## src/rtl/core/gsmd_pkg.sv

```systemverilog
// ----------------------------------------------------------------------------
// gsmd_pkg
// Shared types and constants for the greedy syndrome matching decoder.
// ----------------------------------------------------------------------------
package gsmd_pkg;

    localparam int MASK_W    = 32;   // detector mask and syndrome width
    localparam int WORD_W    = 64;   // chosen-error map word width
    localparam int WNUM_W    = 6;    // word number field width
    localparam int WCNT_W    = 4;    // output word counter, up to 8 words
    localparam int CNT_W     = 13;   // wide enough for any row count compare
    localparam int PADDR_W   = 3;    // two registers at byte 0 and 4
    localparam int PDATA_W   = 32;
    localparam int DET_W     = 6;
    localparam int ROWS_W    = 9;

    localparam logic REQ_LOAD   = 1'b0;
    localparam logic REQ_DECODE = 1'b1;

    localparam logic REG_DETECTORS = 1'b0;
    localparam logic REG_ROWS      = 1'b1;

    localparam logic [DET_W-1:0]  DETECTORS_RESET = 6'd32;
    localparam logic [ROWS_W-1:0] ROWS_RESET      = 9'd256;

    typedef struct packed {
        logic              req_type;
        logic [7:0]        row_number;
        logic [MASK_W-1:0] row_detector_mask;
        logic              row_flips_logical;
        logic [MASK_W-1:0] syndrome_bits;
    } req_t;

    typedef struct packed {
        logic [WORD_W-1:0] error_word;
        logic [WNUM_W-1:0] word_number;
        logic              flip_parity;
        logic              last_word;
    } res_t;

    typedef struct packed {
        logic              logical;
        logic [MASK_W-1:0] mask;
    } row_entry_t;

    typedef struct packed {
        logic [DET_W-1:0]  detectors_in_use;
        logic [ROWS_W-1:0] rows_in_use;
    } cfg_t;

    typedef struct packed {
        logic clear;
        logic we;
    } map_ctl_t;

endpackage

```

## src/rtl/core/gsmd_map_store.sv

```systemverilog
// ----------------------------------------------------------------------------
// gsmd_map_store
// Chosen-error map memory in 64-bit words, with per-word valid bits so a
// decode start clears the whole map without a clearing pass.
// ----------------------------------------------------------------------------
module gsmd_map_store #(
    parameter int DEPTH = 4,
    parameter int AW    = 2
) (
    input  logic                        clk,
    input  logic                        rst_n,
    input  gsmd_pkg::map_ctl_t          ctl,
    input  logic [AW-1:0]               waddr,
    input  logic [gsmd_pkg::WORD_W-1:0] wdata,
    input  logic [AW-1:0]               raddr,
    output logic [gsmd_pkg::WORD_W-1:0] rword
);
    import gsmd_pkg::*;

    logic [WORD_W-1:0] mem [DEPTH];
    logic [DEPTH-1:0]  valid_reg;
    logic [WORD_W-1:0] rdata_reg;
    logic              rvalid_reg;

    always_ff @(posedge clk or negedge rst_n)
    begin
        if (!rst_n)
        begin
            valid_reg  <= '0;
            rvalid_reg <= 1'b0;
        end
        else
        begin
            if (ctl.clear)
            begin
                valid_reg <= '0;
            end
            else if (ctl.we)
            begin
                valid_reg[waddr] <= 1'b1;
            end
            rvalid_reg <= valid_reg[raddr];
        end
    end

    always_ff @(posedge clk)
    begin
        if (ctl.we)
        begin
            mem[waddr] <= wdata;
        end
        rdata_reg <= mem[raddr];
    end

    // Invalid word reads as cleared
    assign rword = rvalid_reg ? rdata_reg : '0;

endmodule

```

## config.mk

```make
export PLATFORM = sky130hd
export DESIGN_NAME = gsmd_map_store
export DESIGN_NICKNAME = d
export VERILOG_FILES = /design/src/rtl/core/gsmd_pkg.sv /design/src/rtl/core/gsmd_map_store.sv
export SDC_FILE = /design/constraint.sdc
export NUM_CORES = 1
export LEC_CHECK = 0
export BUFFER_PORTS_ARGS = -buffer_cell sky130_fd_sc_hd__clkbuf_2
export CORE_MARGIN = 8
export CORE_UTILIZATION = 25
export CTS_BUF_LIST = sky130_fd_sc_hd__clkbuf_16
export DETAILED_ROUTE_END_ITERATION = 6
export PLACE_DENSITY = 0.5
export SYNTH_ARGS = -nofsm -noshare
export SYNTH_HDL_FRONTEND = slang
export SYNTH_SLANG_ARGS = --single-unit
```

## constraint.sdc

```tcl
create_clock -name clk -period 1.4 [get_ports clk]
set_clock_uncertainty 0.05 [all_clocks]
set_input_delay 0.42 -clock clk [delete_from_list [all_inputs] [get_ports clk]]
set_output_delay 0.42 -clock clk [all_outputs]
set_load 0.02 [all_outputs]
```

-- Word-level counts from Yosys, hierarchy flattened
Memories as Yosys holds them, arrays and structs flattened. A register that Yosys moved wholly into a read port is not among the register bits.
Index checks and enable logic that the tools add are counted.
- bits in registers: 5
- bits of input ports: 72
- memories kept: 1
- word-level logic and storage cells: 18
- bits in writable memories: 256
- output and inout port bits: 64
- memory list (name ; words ; bits a word ; read ports ; clocked after Yosys merged registers in ; write ports ; line ; source):
    mem ; 4 ; 64 ; 1 ; 1 ; 1 ; gsmd_map_store.sv:20 ; logic [WORD_W-1:0] mem [DEPTH];
- order comparisons: 3
- bitwise operators: 1
- reduce and logical (&&, ||, !) cells: 2
- muxes and demuxes: 9
- operators with widths (kind ; count):
    $mux W64 ; 1
    $mux W4 ; 2
    $lt A2 B3 Y1 const B ; 2
    $mux W1 ; 4
    $or A4 B4 Y4 ; 1
    $bmux W1 S2 ; 1
    $demux W1 S2 ; 1
    $ge A2 B1 Y1 const B ; 1
    $reduce_bool A2 Y1 ; 1
    $logic_and A1 B1 Y1 ; 1

-- Depth between registers and ports, before layout
- word-level depth: 7
- depth in mapped cells: 3

-- Worst setup path before layout
No wires, ideal clock.
- path kind: input port to flip-flop
- start point: input port waddr[0]
- end point: memory mem[0][0], enable pin
- data arrival time: 5.176 ns
- slack: -4.408 ns
- library setup time: 0.582 ns
- path buffers: 0
- required time: 0.768 ns
- stages on the path: 1
- cells stage by stage: nor3b_1
- RTL lines (item ; line ; source):
    start, declared ; gsmd_map_store.sv:13 ; input logic [AW-1:0] waddr,
    end, declared ; gsmd_map_store.sv:20 ;
Straight into the memory's write port.

-- Final worst setup path
- start point: register rvalid_reg
- end point: output port rword[14] (netlist bit)
- cells in the longest elaborated chain, start to end: 1
- ends and longest elaborated chain (item ; line ; source):
    start, declared ; gsmd_map_store.sv:23 ; logic rvalid_reg;
    start signal, assigned ; gsmd_map_store.sv:42 ; rvalid_reg <= valid_reg[raddr];
    $mux W64 ; gsmd_map_store.sv:56 ; assign rword = rvalid_reg ? rdata_reg : '0;
    end, declared ; gsmd_map_store.sv:16 ; output logic [gsmd_pkg::WORD_W-1:0] rword
No other way between the ends.

==> flow_metrics.tcl <==
set metrics [dict create \
    finalCriticalPeriod_ps 2040 \
    floorplan.rows 77 \
    drt-total-wl_mm 24.2 \
    viasPerCell 3.95 \
    path_clk_slew_ps 60 \
    m1WireLength_mm 10.6 \
    area.growth.synth_to_final_pct 31.1 \
    portBuffers 135 \
    share_of_post_route_cells_with_drive_strength_above_1 0.468 \
    detailed_place_hpwl_mm 15.1 \
    largest_net_degree_at_the_start_of_global_routing 24 \
    drtPass1Iterations 4 \
    worstSetupPathType "flop to output port" \
    grt_pass1_wl_mm 36.8 \
    clock_sinks 325 \
    ys_types 19 \
    cell_count_after_synthesis 485 \
    failed_checks "setup timing" \
    timing.hold.worst.start "wdata[48]" \
    grt_remaining_overflow 0 \
    synth-seq-cells 325 \
    synthesis.yosys.warnings 0 \
    worst_setup_path_startpoint "rvalid_reg" \
    die_height_um 228 \
    regToRegStartpoint "valid_reg[3]" \
    asyncSetResetFlopFracSynth 0.0154 \
    cts_tree "yes" \
    worst_ir_drop_vdd_v 0.000655 \
    total_count_of_max_transition_violations_in_the_final_report 0 \
    core_area_mm2 0.0442 \
    initial_utilization 0.253 \
    die_width_um 228 \
    synth_fp_nets 557 \
    global_route.usage.total 0.0941 \
    setup_slack_ps -636 \
    detail-route-antenna-nets 0 \
    final_nets 748 \
    routed-wl-met2_mm 11.4 \
    hold_path.class "input port to flop" \
    number_of_synthesized_flops_with_an_enable_pin 256 \
    layout_common_cells "edfxtp_1 (256), clkbuf_2 (72), mux4_2 (65)" \
    layout_commonest_cell "edfxtp_1" \
    met3_routed_wl_mm 1.52 \
    clock-root-buffer "clkbuf_16" \
    worstPathMaxFanout 17 \
    placed_cells 1221 \
    syn-mean-instance-area_um2 23.1 \
    antenna_cells_inserted 0 \
    power_density_mw_per_mm2 1450 \
    number_of_global_route_vias_before_repair 5845 \
    p_leak_nw 5.23 \
    critical_path.startpoint_type "flop" \
    worst_skew_pair_later_pin_latency_ps 530 \
    numCtsBuffers 37 \
    finalNonFillerCells 1297 \
    drt_drc_violations_left 0 \
    fill_cells 4174 \
    worst-slew-pin-transition_ps 229 \
    dr.max_layer_used "met5" \
    htree_levels 2 \
    clock_tree.buffer_depth 3 \
    min_period_over_period 1.45 \
    critical_path.endpoint_type "output port" \
    synth.yosys.seq_area_share 0.812 \
    drt_iter0_drc 284 \
    primary_flip_flop_cell_chosen_by_synthesis_mapping "edfxtp_1" \
    cp.required_ps 930 \
    finalHoldViolations 0 \
    route.detailed.wl_per_inst_um 18.6 \
    antenna_violations_before_repair 3 \
    outcome "finished with violations" \
    rsz0062_at_grt "yes" \
    drv_cap 0 \
    finalSetupTns_ps -39360 \
    design.portCount 136 \
    largest_register_ff_count 256 \
    timing.fmax_ghz 0.491 \
    max_transition_margin 0.848 \
    num_vias 5125 \
    synthesis.area_mm2 0.0112 \
    critPathArrivalTime_ps 1570 \
    gpl.final_weighted_congestion 0.658 \
    die-area_mm2 0.0519 \
    setup_viol 64 \
]
-- final timing paths --
| kind | endpoint | slack [ps] | depth (start not counted) |
|---|---|---|---|
| min in group asynchronous | valid_reg[3] | 190 | 2 |
| hold reg to reg | valid_reg[0] | 450 | 1 |
| setup reg to reg | rvalid_reg | 380 | 1 |
| max in group asynchronous | rvalid_reg | 940 | 2 |
| setup / recovery | rword[14] | -640 | 4 |
| hold / removal | mem[2][48] | 60 | 1 |
-- layer usage --
layer,vias to the layer above,GRT usage
met5,-,0
met4,2,0.0377
met3,48,0.0316
met2,123,0.149
met1,2633,0.118
li1,2319,-
-- kinds of logic after synthesis --
kind of cell / after synthesis / synth area share
mux: 65 / 0.131
compound gates: 4 / 0.00279
simple gates: 69 / 0.0387
flops: 325 / 0.812
buf+inv: 22 / 0.0163
-- through the flow --
stage	util	total power [W]	setup WS [ps]	hold slack [ps]	area, um^2
6_report	0.332	0.0214	-636	59.3	14700
5_1_grt	0.332	0.0222	-713	26.5	14700
4_1_cts	0.330	0.0218	-706	1.97	14600
3_5_place_dp	0.294	0.0126	-181	201	13000
3_3_place_gp	0.294	0.0126	-181	201	13000
2_1_floorplan	-	0.0120	-1180	74.4	11200
-- final cells by class --
class	instances	area [um^2]	area share
Sequential cell	325	9090	0.619
Clock buffer	39	976	0.0664
Clock inverter	29	136	0.00928
Inverter	2	11.3	0.000766
Multi-Input combinational cell	138	2050	0.140
Tap cell	592	741	0.0504
Timing Repair Buffer	172	1680	0.114
-- cell usage after synthesis (2+ instances only) --
cell type  number  area share
edfxtp_1      256        0.69
dfxtp_1        64        0.11
o21ba_2         2      0.0018
inv_1           2     0.00067
buf_2           6      0.0027
clkbuf_1        7      0.0023
buf_12          5      0.0089
dfrtp_1         5       0.011
and2_1         64       0.036
mux4_2         65        0.13
-- worst max-delay path, stage by stage (launching register included) --
cell,delay (ps)
dfrtp_2,430
buf_12,160
buf_12,140
and2_1,130
buf_2,150
-- timing repair --
action                                 in CTS  in global routing
buffers inserted                            5                  0
pin swaps                                   0                  0
setup endpoints to repair                  64                 64
endpoints found under the hold margin       5                  0
hold buffers                                1                  0
resized for setup                         102                 78
cloned                                      2                  0
-- power by group --
part / leakage [nW] / internal, W / total [W] / switching (W)
sequential: 2.96 / 0.0110 / 0.0111 / 0.000132
combinational: 1.68 / 0.000760 / 0.00145 / 0.000693
clock: 0.593 / 0.00503 / 0.00877 / 0.00374
No activity file was read; power rests on OpenSTA's default activity.
