--- src/rtl/core/gsmd_pkg.sv ---
// ----------------------------------------------------------------------------
// gsmd_pkg
// Shared types and constants for the greedy syndrome matching decoder.
// ----------------------------------------------------------------------------
package gsmd_pkg;

    localparam int MASK_W    = 32;   // detector mask and syndrome width
    localparam int WORD_W    = 64;   // chosen-error map word width
    localparam int WNUM_W    = 6;    // word number field width
    localparam int WCNT_W    = 4;    // output word counter, up to 8 words
    localparam int CNT_W     = 13;   // wide enough for any row count compare
    localparam int PADDR_W   = 3;    // two registers at byte 0 and 4
    localparam int PDATA_W   = 32;
    localparam int DET_W     = 6;
    localparam int ROWS_W    = 9;

    localparam logic REQ_LOAD   = 1'b0;
    localparam logic REQ_DECODE = 1'b1;

    localparam logic REG_DETECTORS = 1'b0;
    localparam logic REG_ROWS      = 1'b1;

    localparam logic [DET_W-1:0]  DETECTORS_RESET = 6'd32;
    localparam logic [ROWS_W-1:0] ROWS_RESET      = 9'd256;

    typedef struct packed {
        logic              req_type;
        logic [7:0]        row_number;
        logic [MASK_W-1:0] row_detector_mask;
        logic              row_flips_logical;
        logic [MASK_W-1:0] syndrome_bits;
    } req_t;

    typedef struct packed {
        logic [WORD_W-1:0] error_word;
        logic [WNUM_W-1:0] word_number;
        logic              flip_parity;
        logic              last_word;
    } res_t;

    typedef struct packed {
        logic              logical;
        logic [MASK_W-1:0] mask;
    } row_entry_t;

    typedef struct packed {
        logic [DET_W-1:0]  detectors_in_use;
        logic [ROWS_W-1:0] rows_in_use;
    } cfg_t;

    typedef struct packed {
        logic clear;
        logic we;
    } map_ctl_t;

endpackage

--- src/rtl/core/gsmd_cfg_regs.sv ---
// ----------------------------------------------------------------------------
// gsmd_cfg_regs
// APB configuration registers: detector count and row count.
// ----------------------------------------------------------------------------
module gsmd_cfg_regs (
    input  logic                         clk,
    input  logic                         rst_n,
    input  logic                         psel,
    input  logic                         penable,
    input  logic                         pwrite,
    input  logic [gsmd_pkg::PADDR_W-1:0] paddr,
    input  logic [gsmd_pkg::PDATA_W-1:0] pwdata,
    output logic [gsmd_pkg::PDATA_W-1:0] prdata,
    output logic                         pready,
    output gsmd_pkg::cfg_t               cfg
);
    import gsmd_pkg::*;

    logic [DET_W-1:0]  det_reg;
    logic [ROWS_W-1:0] rows_reg;
    logic              wr_en;

    assign pready = 1'b1;
    assign wr_en  = psel & penable & pwrite;

    always_ff @(posedge clk or negedge rst_n)
    begin
        if (!rst_n)
        begin
            det_reg  <= DETECTORS_RESET;
            rows_reg <= ROWS_RESET;
        end
        else if (wr_en)
        begin
            case (paddr[2])
                REG_DETECTORS: det_reg  <= pwdata[DET_W-1:0];
                REG_ROWS:      rows_reg <= pwdata[ROWS_W-1:0];
                default:       det_reg  <= det_reg;
            endcase
        end
    end

    always_comb
    begin
        case (paddr[2])
            REG_DETECTORS: prdata = PDATA_W'(det_reg);
            REG_ROWS:      prdata = PDATA_W'(rows_reg);
            default:       prdata = '0;
        endcase
    end

    assign cfg.detectors_in_use = det_reg;
    assign cfg.rows_in_use      = rows_reg;

endmodule

--- config.mk ---
export PLATFORM = sky130hd
export DESIGN_NAME = gsmd_cfg_regs
export DESIGN_NICKNAME = d
export VERILOG_FILES = /design/src/rtl/core/gsmd_pkg.sv /design/src/rtl/core/gsmd_cfg_regs.sv
export SDC_FILE = /design/constraint.sdc
export NUM_CORES = 1
export LEC_CHECK = 0
export BUFFER_PORTS_ARGS = -buffer_cell sky130_fd_sc_hd__buf_2
export CAP_MARGIN = 20
export CORE_MARGIN = 4
export CORE_UTILIZATION = 38
export CTS_BUF_LIST = sky130_fd_sc_hd__clkbuf_16
export DETAILED_ROUTE_END_ITERATION = 10
export GPL_ROUTABILITY_DRIVEN = 0
export PLACE_DENSITY = 0.83
export SYNTH_ARGS = -nofsm -noshare
export SYNTH_HDL_FRONTEND = slang
export SYNTH_SLANG_ARGS = --single-unit
--- constraint.sdc ---
create_clock -name clk -period 2.75 [get_ports clk]
set_clock_uncertainty 0.15 [all_clocks]
set_input_delay 0.275 -clock clk [delete_from_list [all_inputs] [get_ports clk]]
set_output_delay 0.275 -clock clk [all_outputs]
set_load 0.01 [all_outputs]
* Word-level counts from Yosys, hierarchy flattened
Index checks and enable logic that the tools add are counted.
** Cells by class
- Add/subtract/negate cells :: 0
- Multipliers :: 0
- Div/mod/pow operators :: 0
- Order comparisons :: 0
- Eq/ne operators :: 0
- Shift operators :: 0
- Muxes and demuxes :: 1
- Bitwise logic cells :: 3
- Reduce and logical (&&, ||, !) cells :: 2
** Operators with widths (count)
- 32-bit one-hot mux with 2 select lines :: 1
- 2-bit AND reduction :: 2
- 1-bit bitwise AND :: 2
- 1-bit inverter :: 1
** Word-level totals
- Flip-flop bits (word level) :: 15
- Latch bits :: 0
- Bits in writable memories :: 0
- ROM bits :: 0
- Output and inout port bits :: 48
- Word-level logic and storage cells :: 8
- Memories :: 0

* Depth between registers and ports, before layout
Gate-level depths: netlist (run 1).
- Word-level depth :: 3
- Mapped depth :: 3
- Depth with buffers taken out :: 2

* Least setup slack after synthesis (run 1)
Ideal clock, no wire load.
- Kind :: input to output
- From :: in paddr[2] in the netlist's numbering
- To :: out prdata[0] in the netlist's numbering
- Arrival time :: 744 ps
- Required time :: 2325 ps
- Path slack :: 1581 ps
- Stages :: 2
- Path buffers :: 1
- Cells stage by stage :: buf_6 -> mux2_2
** Between the ends
- Cells in the longest elaborated chain, start to end :: 2
** Ends and longest elaborated chain
- start: declaration :: line gsmd_cfg_regs.sv:11 : input logic [gsmd_pkg::PADDR_W-1:0] paddr,
- 1-bit inverter (no line)
- 32-bit one-hot mux with 2 select lines * :: line gsmd_cfg_regs.sv:45 : case (paddr[2])
- end: declaration :: line gsmd_cfg_regs.sv:13 : output logic [gsmd_pkg::PDATA_W-1:0] prdata,
Mark *: on every way between the ends. The rest lies on a longest branch, timed or not. The select of a mux whose other input is x is not followed.

* Worst setup path after layout (run 1)
- From :: in paddr[2] in the netlist's numbering
- To :: out prdata[5] in the netlist's numbering
Same word-level chain as after synthesis.

==> results of run 1 <==
per-stage QoR:
step                power [W]  cell area [um^2]  setup WS (ns)
global route         0.000863              1080           1.25
finish               0.000807              1080           1.29
detailed placement   0.000540               988           1.24
CTS                  0.000822              1080           1.26
floorplan            0.000464               955           1.58
global placement     0.000531               988           1.25
worst paths after layout:
path                                  start     endpoint  slack, ns
max in group asynchronous             rst_n   det_reg[5]       1.83
worst max register to register  rows_reg[0]  rows_reg[0]       1.83
min in group asynchronous             rst_n  rows_reg[6]       0.33
worst max-delay path               paddr[2]    prdata[5]       1.29
worst min register to register   det_reg[0]   det_reg[0]       0.37
worst min-delay path              pwdata[8]  rows_reg[8]       0.12
cells by family (layout without fill, tap and decap cells):
group / count (synthesis) / in the layout / share of synthesized area [%]
buf+inv: 25 / 43 / 22.0
mux: 21 / 21 / 27.1
flops: 15 / 15 / 43.3
simple gates: 5 / 5 / 6.74
other cells: 2 / 24 / 0.861
layer usage:
metal	global-route usage, %	wire length, um	part of all wire (%)	up-vias
met3	6.03	239	15	0
met1	11.2	573	35	265
li1	-	-	-	260
met4	1.02	0	0	0
met2	19.9	829	50	39
met5	0	0	0	-
where the power goes:
| part | internal (W) | switching, W |
|---|---|---|
| Combinational | 0.000116 | 0.000112 |
| Sequential | 0.000275 | 0.0000294 |
| Clock | 0.000193 | 0.0000810 |
critical path, stage by stage:
cell    delay, ns
buf_2        0.25
mux2_2       0.37
buf_2        0.14
final cells by class:
class / instances / area [um^2]
multi-input cells: 50 / 385
clock inverters: 1 / 5.00
fillers: 210 / 1110
flip-flops and latches: 15 / 378
clock buffers: 3 / 75.1
well taps: 28 / 35.0
repair buffers: 39 / 200
cell usage in the layout (no fill, tap or decap), drive strengths merged:
| cell | instances |
|---|---|
| nand4b | 1 |
| dfrtp | 13 |
| conb | 24 |
| dfstp | 2 |
| and2 | 3 |
| clkbuf | 3 |
| nand4 | 1 |
| clkinv | 1 |
| buf | 38 |
| dlygate4sd3 | 1 |
| mux2 | 21 |
what timing repair did:
| action | CTS | global route |
|---|---|---|
| endpoints found under the hold margin | 13 | 0 |
| gates resized for setup | 0 | 0 |
| hold buffers | 1 | 0 |
==> reports/metrics.csv, run 1 <==
metric;value;unit
status;finished clean;
cts_max_path_buffers;2;
synth_seq_cells;15;
drv_slew;0;
post_cts_buffers;0;
synth_area_leaders;dfrtp_1 (37%), mux2_2 (27%), buf_4 (21%);
drc;0;
peakVddDrop;0.583;mV
fin_util;49.2;%
start_util;39.8;%
wirelength;1.64;mm
yosysMostFrequentCell;buf_4;
grt_max_degree;16;
final_net_count;149;
drt_iter0_markers;12;
final.setup.tns;0;ns
critPathMaxFanout;11;
dr.pass1.iters;4;
yosys_warnings;0;
antenna_found_initial;0;
finalSetupViolCount;0;
grt_pass1_wl;2.67;mm
tritoncts;done;
crit_type;input port to output port;
ys.flop_type;dfrtp_1;
routedWlPerCell;12.1;um
syn_area;872;um^2
crit_path_start_kind;input port;
area_delta_synth_final;23.7;%
power_density;748;mW/mm^2
rows;17;
drive_gt1_share;64.8;%
holdWs;0.120;ns
coreArea;0.00219;mm^2
grt_overflow;0;
cp-end-kind;output port;
io_pins;88;
finalCriticalPeriod;1.46;ns
syn_inst;68;
rr_worst_depth;1;
grt_pass1_vias;550;
dieArea;0.00313;mm^2
ant_nets;0;
worstPathRequired;2.33;ns
yosys.area.top_type;dfrtp_1;
arrival;1.03;ns
die_h;55.9;um
rsz0062_at_grt;false;
avgViaCountPerCell;4.15;
io_buffers;38;
max_freq;685;MHz
hold_path_depth;2;
n_antenna_cell;0;
syn_avg_cell_area;12.8;um^2
dieWidth;55.9;um
htreeDepth;1;
fin_crit_sh;53.1;%
path_clk_slew;0.05;ns
max_cap_viol_count;0;
grt_use_total;10.9;%
p_leak;0.571;nW
synth_top_area_share;37.3;%
report.final.hold_viol_count;0;
final_cells;136;
synth.distinct_cells;9;
ys_async_sr_fraction;100;%
hpwl;1.28;mm
hold_class;input port to register;
clock-sinks;15;
cts_root_buf;clkbuf_16;
insertion_delay;0.24;ns
synth_edf_count;0;
largest_reg_flops;9;
synth-seq-area-share;43.3;%
cts_buffers;3;
dr_total_vias;564;
synth_common_cells;buf_4 (24), mux2_2 (21), dfrtp_1 (13);
dp_cells;131;
Note: power is estimated with default switching activity, not from simulation.
==> run 2: changes to the inputs <==
- CORE_UTILIZATION: 38 -> 35
- PLACE_DENSITY: 0.83 -> 0.77
- clock period: 2.75 -> 1.4 ns (I/O delays scaled with it)
==> reports/metrics.csv, run 2 (synthesized netlist as in run 1, its figures left out) <==
metric;value;unit;change
post_cts_buffers;0;;unchanged
area_delta_synth_final;33.7;%;
rr_worst_depth;1;;unchanged
avgViaCountPerCell;4.21;;+1.4%
worstPathRequired;1.11;ns;-1.22 ns
n_antenna_cell;0;;unchanged
dp_cells;132;;+0.76%
io_buffers;38;;unchanged
wirelength;1.81;mm;+10%
cts_max_path_buffers;2;;unchanged
crit_chain;mux2_2, buf_2;;
reg2reg_to;det_reg[0];;
rows;17;;unchanged
p_leak;0.609;nW;+6.7%
dr.pass1.iters;2;;-2
tritoncts;done;;
stdcell_area;0.00117;mm^2;+8.1%
regToRegStartpoint;det_reg[0];;
fill_cells;205;;-2.4%
drive_gt1_share;60.7;%;-4.1 points
dieWidth;57.9;um;+3.6%
cp-end-kind;output port;;
io_pins;88;;unchanged
antenna_found_initial;0;;unchanged
start_util;38.0;%;-1.8 points
grt_pass1_vias;611;;+11%
grt_overflow;0;;unchanged
drc;0;;unchanged
critPathMaxFanout;3;;-8
rrSetupSlack;0.48;ns;-1.35 ns
layout_commonest_cell;buf_2;;
hold_class;input port to register;;
crit_type;register to output port;;
slowest_delay;0.38;ns;about the same
crit_start;rows_reg[2];;
rsz0062_at_grt;false;;
coreArea;0.00230;mm^2;+4.9%
critPathCapture;prdata[2];;
cts_buffers;3;;unchanged
holdWs;0.00300;ns;-0.117 ns
ant_nets;0;;unchanged
fin_crit_sh;94.6;%;
grt_use_total;11.4;%;+0.50 points
max_cap_viol_count;0;;unchanged
drt_iter0_markers;3;;-9
largest_reg_flops;9;;unchanged
layout_common_cells;buf_2 (38), conb_1 (24), mux2_2 (21), dfrtp_1 (13), dlygate4sd3_1 (9);;
drv_slew;0;;unchanged
dieArea;0.00335;mm^2;+7.3%
final_cells;145;;+6.6%
fin_util;50.8;%;+1.5 points
status;finished clean;;
path_clk_slew;0.05;ns;about the same
peakVddDrop;0.864;mV;+48%
routedWlPerCell;12.5;um;+3.3%
finalCriticalPeriod;1.32;ns;
dr_total_vias;610;;+8.2%
htreeDepth;1;;unchanged
final_net_count;158;;+6.0%
power_density;1390;mW/mm^2;+85%
final.setup.tns;0;ns;unchanged
clock-sinks;15;;unchanged
grt_max_degree;16;;unchanged
grt_pass1_wl;2.84;mm;+6.2%
max_freq;755;MHz;
die_h;57.9;um;+3.6%
arrival;1.03;ns;about the same
cts_root_buf;clkbuf_16;;
crit_path_start_kind;register;;
dpl_cell_area;996;um^2;+0.76%
cpMaxStageDelayCell;dfrtp_1;;
finalSetupViolCount;0;;unchanged
report.final.hold_viol_count;0;;unchanged
insertion_delay;0.24;ns;about the same
-- run 2: cell count changes in the layout (fill, tap and decap cells not counted), sizes merged --
cell         previous run  this run
buf                    38        39
dlygate4sd3             1         9
-- run 2: worst min-delay path by stage --
stage | depth (start not counted) | start | endpoint
floorplan | 0 | rst_n | det_reg[0]
global placement | 1 | rst_n | rows_reg[2]
detailed placement | 1 | rst_n | rows_reg[2]
CTS | 2 | pwdata[3] | rows_reg[3]
global route | 2 | pwdata[3] | rows_reg[3]
finish | 2 | pwdata[3] | rows_reg[3]
-- run 2: where the power goes --
part	internal (W)	leakage, nW	switching, W	total (W)
registers	0.000540	0.177	0.0000616	0.000602
clock network	0.000380	0.0409	0.000164	0.000545
logic	0.000245	0.391	0.000225	0.000469
-- run 2: critical path: cells and delay by family (launching register included) --
family   cells  cell delay [ns]
buf+inv      1             0.14
mux          1             0.27
flops        1             0.38
-- run 2: routing by layer --
| layer | global-route usage [%] | routed length [um] | share of wire, % | vias to the layer above |
|---|---|---|---|---|
| li1 | - | - | - | 277 |
| met4 | 3.97 | 20 | 1.1 | 0 |
| met1 | 11.6 | 636 | 35 | 287 |
| met2 | 21.5 | 944 | 52 | 42 |
| met5 | 0 | 0 | 0 | - |
| met3 | 3.56 | 210 | 12 | 4 |
-- run 2: cell type report --
| type | count | area (um^2) | share of cell area [%] |
|---|---|---|---|
| multi-input cells | 50 | 385 | 33.0 |
| repair buffers | 48 | 288 | 24.7 |
| well taps | 28 | 35.0 | 3.00 |
| clock buffers | 3 | 75.1 | 6.44 |
| clock inverters | 1 | 5.00 | 0.429 |
| flip-flops and latches | 15 | 378 | 32.4 |
-- run 2: per-stage QoR --
stage	total power [W]	setup slack, ns
final	0.00162	0.0761
after global routing	0.00171	0.0404
after CTS	0.00164	0.0686
after detailed placement	0.00107	0.0641
after global placement	0.00105	0.0970
after floorplan	0.000911	0.397
-- run 2: what timing repair did --
| item | in CTS | in global routing |
|---|---|---|
| resized for setup | 0 | 0 |
| hold buffers | 9 | 0 |
| endpoints found under the hold margin | 26 | 0 |
==> run 3: changes to the inputs <==
- SLEW_MARGIN: unset -> 20
- clock period: 1.4 -> 1.48 ns (I/O delays scaled with it)
==> reports/metrics.csv, run 3 (synthesized netlist as in run 1, its figures left out) <==
metric;value;unit;change
finalCriticalPeriod;1.33;ns;
drc;0;;unchanged
critPathMaxFanout;3;;unchanged
cts_root_buf;clkbuf_16;;
htreeDepth;1;;unchanged
wl_met3;228;um;+8.6%
top_layer_used;met4;;
grt_pass1_vias;579;;-5.2%
regToRegStartpoint;det_reg[3];;
crit_path_start_kind;register;;
post_cts_buffers;0;;unchanged
power;0.00153;W;-5.6%
stdcell_area;0.00114;mm^2;-2.6%
dpl_cell_area;996;um^2;unchanged
cp-end-kind;output port;;
power_density;1340;mW/mm^2;-3.1%
worstPathRequired;1.18;ns;+0.07 ns
layout_commonest_cell;buf_2;;
antenna_found_initial;0;;unchanged
report.final.hold_viol_count;0;;unchanged
final.setup.tns;0;ns;unchanged
io_pins;88;;unchanged
fin_crit_sh;89.9;%;
final_cells;142;;-2.1%
crit_type;register to output port;;
hold_buffers;5;;-4
status;finished clean;;
cts_max_path_buffers;2;;unchanged
worstHoldStart;pwdata[4];;
drv_slew;0;;unchanged
grt_pass1_wl;2.75;mm;-2.9%
largest_reg_flops;9;;unchanged
finalSetupViolCount;0;;unchanged
max_freq;751;MHz;
dp_cells;132;;unchanged
io_buffers;38;;unchanged
drt_iter0_markers;15;;+12
crit_chain;mux2_2, buf_2;;
dieArea;0.00335;mm^2;unchanged
max_cap_viol_count;0;;unchanged
wirelength;1.79;mm;-1.0%
hold_path_depth;2;;unchanged
wl_met2;916;um;-3.0%
dr_total_vias;586;;-3.9%
dieWidth;57.9;um;unchanged
reg2reg_to;det_reg[3];;
peakVddDrop;0.678;mV;-21%
n_antenna_cell;0;;unchanged
start_util;38.0;%;unchanged
clock-sinks;15;;unchanged
rrSetupSlack;0.55;ns;+0.07 ns
drive_gt1_share;62.3;%;+1.6 points
final_net_count;155;;-1.9%
rows;17;;unchanged
grt_use_total;10.9;%;-0.46 points
dr.pass1.iters;2;;unchanged
p_leak;0.597;nW;-2.1%
coreArea;0.00230;mm^2;unchanged
area_delta_synth_final;30.3;%;
die_h;57.9;um;unchanged
fill_cells;219;;+6.8%
layout_common_cells;buf_2 (38), conb_1 (24), mux2_2 (21), dfrtp_1 (13), dlygate4sd3_1 (6);;
routedWlPerCell;12.6;um;+1.0%
cts_buffers;3;;unchanged
rsz0062_at_grt;false;;
tritoncts;done;;
avgViaCountPerCell;4.13;;-1.9%
cpMaxStageDelayCell;dfrtp_1;;
grt_overflow;0;;unchanged
slowest_delay;0.39;ns;about the same
m1WireLength;636;um;unchanged
hold_class;input port to register;;
grt_max_degree;16;;unchanged
cts-resized-gates;0;;unchanged
insertion_delay;0.24;ns;about the same
arrival;1.03;ns;about the same
holdWs;0.00434;ns;+0.00134 ns
path_clk_slew;0.05;ns;about the same
rr_worst_depth;1;;unchanged
worstHoldEndpoint;rows_reg[4];;
ant_nets;0;;unchanged
## run 3: how the worst max path moves through the flow
stage,start,end,slack (ns),depth (start not counted)
CTS,rows_reg[3],prdata[3],0.13,2
floorplan,det_reg[5],prdata[5],0.47,1
global route,rows_reg[3],prdata[3],0.11,2
detailed placement,paddr[2],det_reg[4],0.14,3
global placement,paddr[2],det_reg[3],0.16,3
finish,rows_reg[3],prdata[3],0.15,2
## run 3: where the power goes
group          switching [W]  internal (W)
clock               0.000156      0.000360
combinational       0.000214      0.000226
sequential         0.0000577      0.000511
total               0.000428       0.00110
## run 3: area by class of cell
| class | count | area [um^2] | area share (%) |
|---|---|---|---|
| Clock buffer | 3 | 75.1 | 6.61 |
| Clock inverter | 1 | 5.00 | 0.441 |
| Multi-Input combinational cell | 50 | 385 | 33.9 |
| Sequential cell | 15 | 378 | 33.3 |
| Tap cell | 28 | 35.0 | 3.08 |
| Timing Repair Buffer | 45 | 258 | 22.7 |
## run 3: through the flow
stage	setup slack, ns	utilization, %
CTS	0.134	49.0
global placement	0.160	43.4
detailed placement	0.138	43.4
finish	0.149	49.5
global route	0.109	49.5
floorplan	0.469	-
## run 3: metal layers
metal  track usage [%]  vias up
met5                 0        -
met4              3.97        0
met3              3.34        2
met2              19.5       40
met1              12.1      273
li1                  -      271
## run 3: critical path, delay by kind of cell (launching register included)
kind	cells	cell delay, ns
buffers and inverters	1	0.14
flip-flops	1	0.39
multiplexers	1	0.27
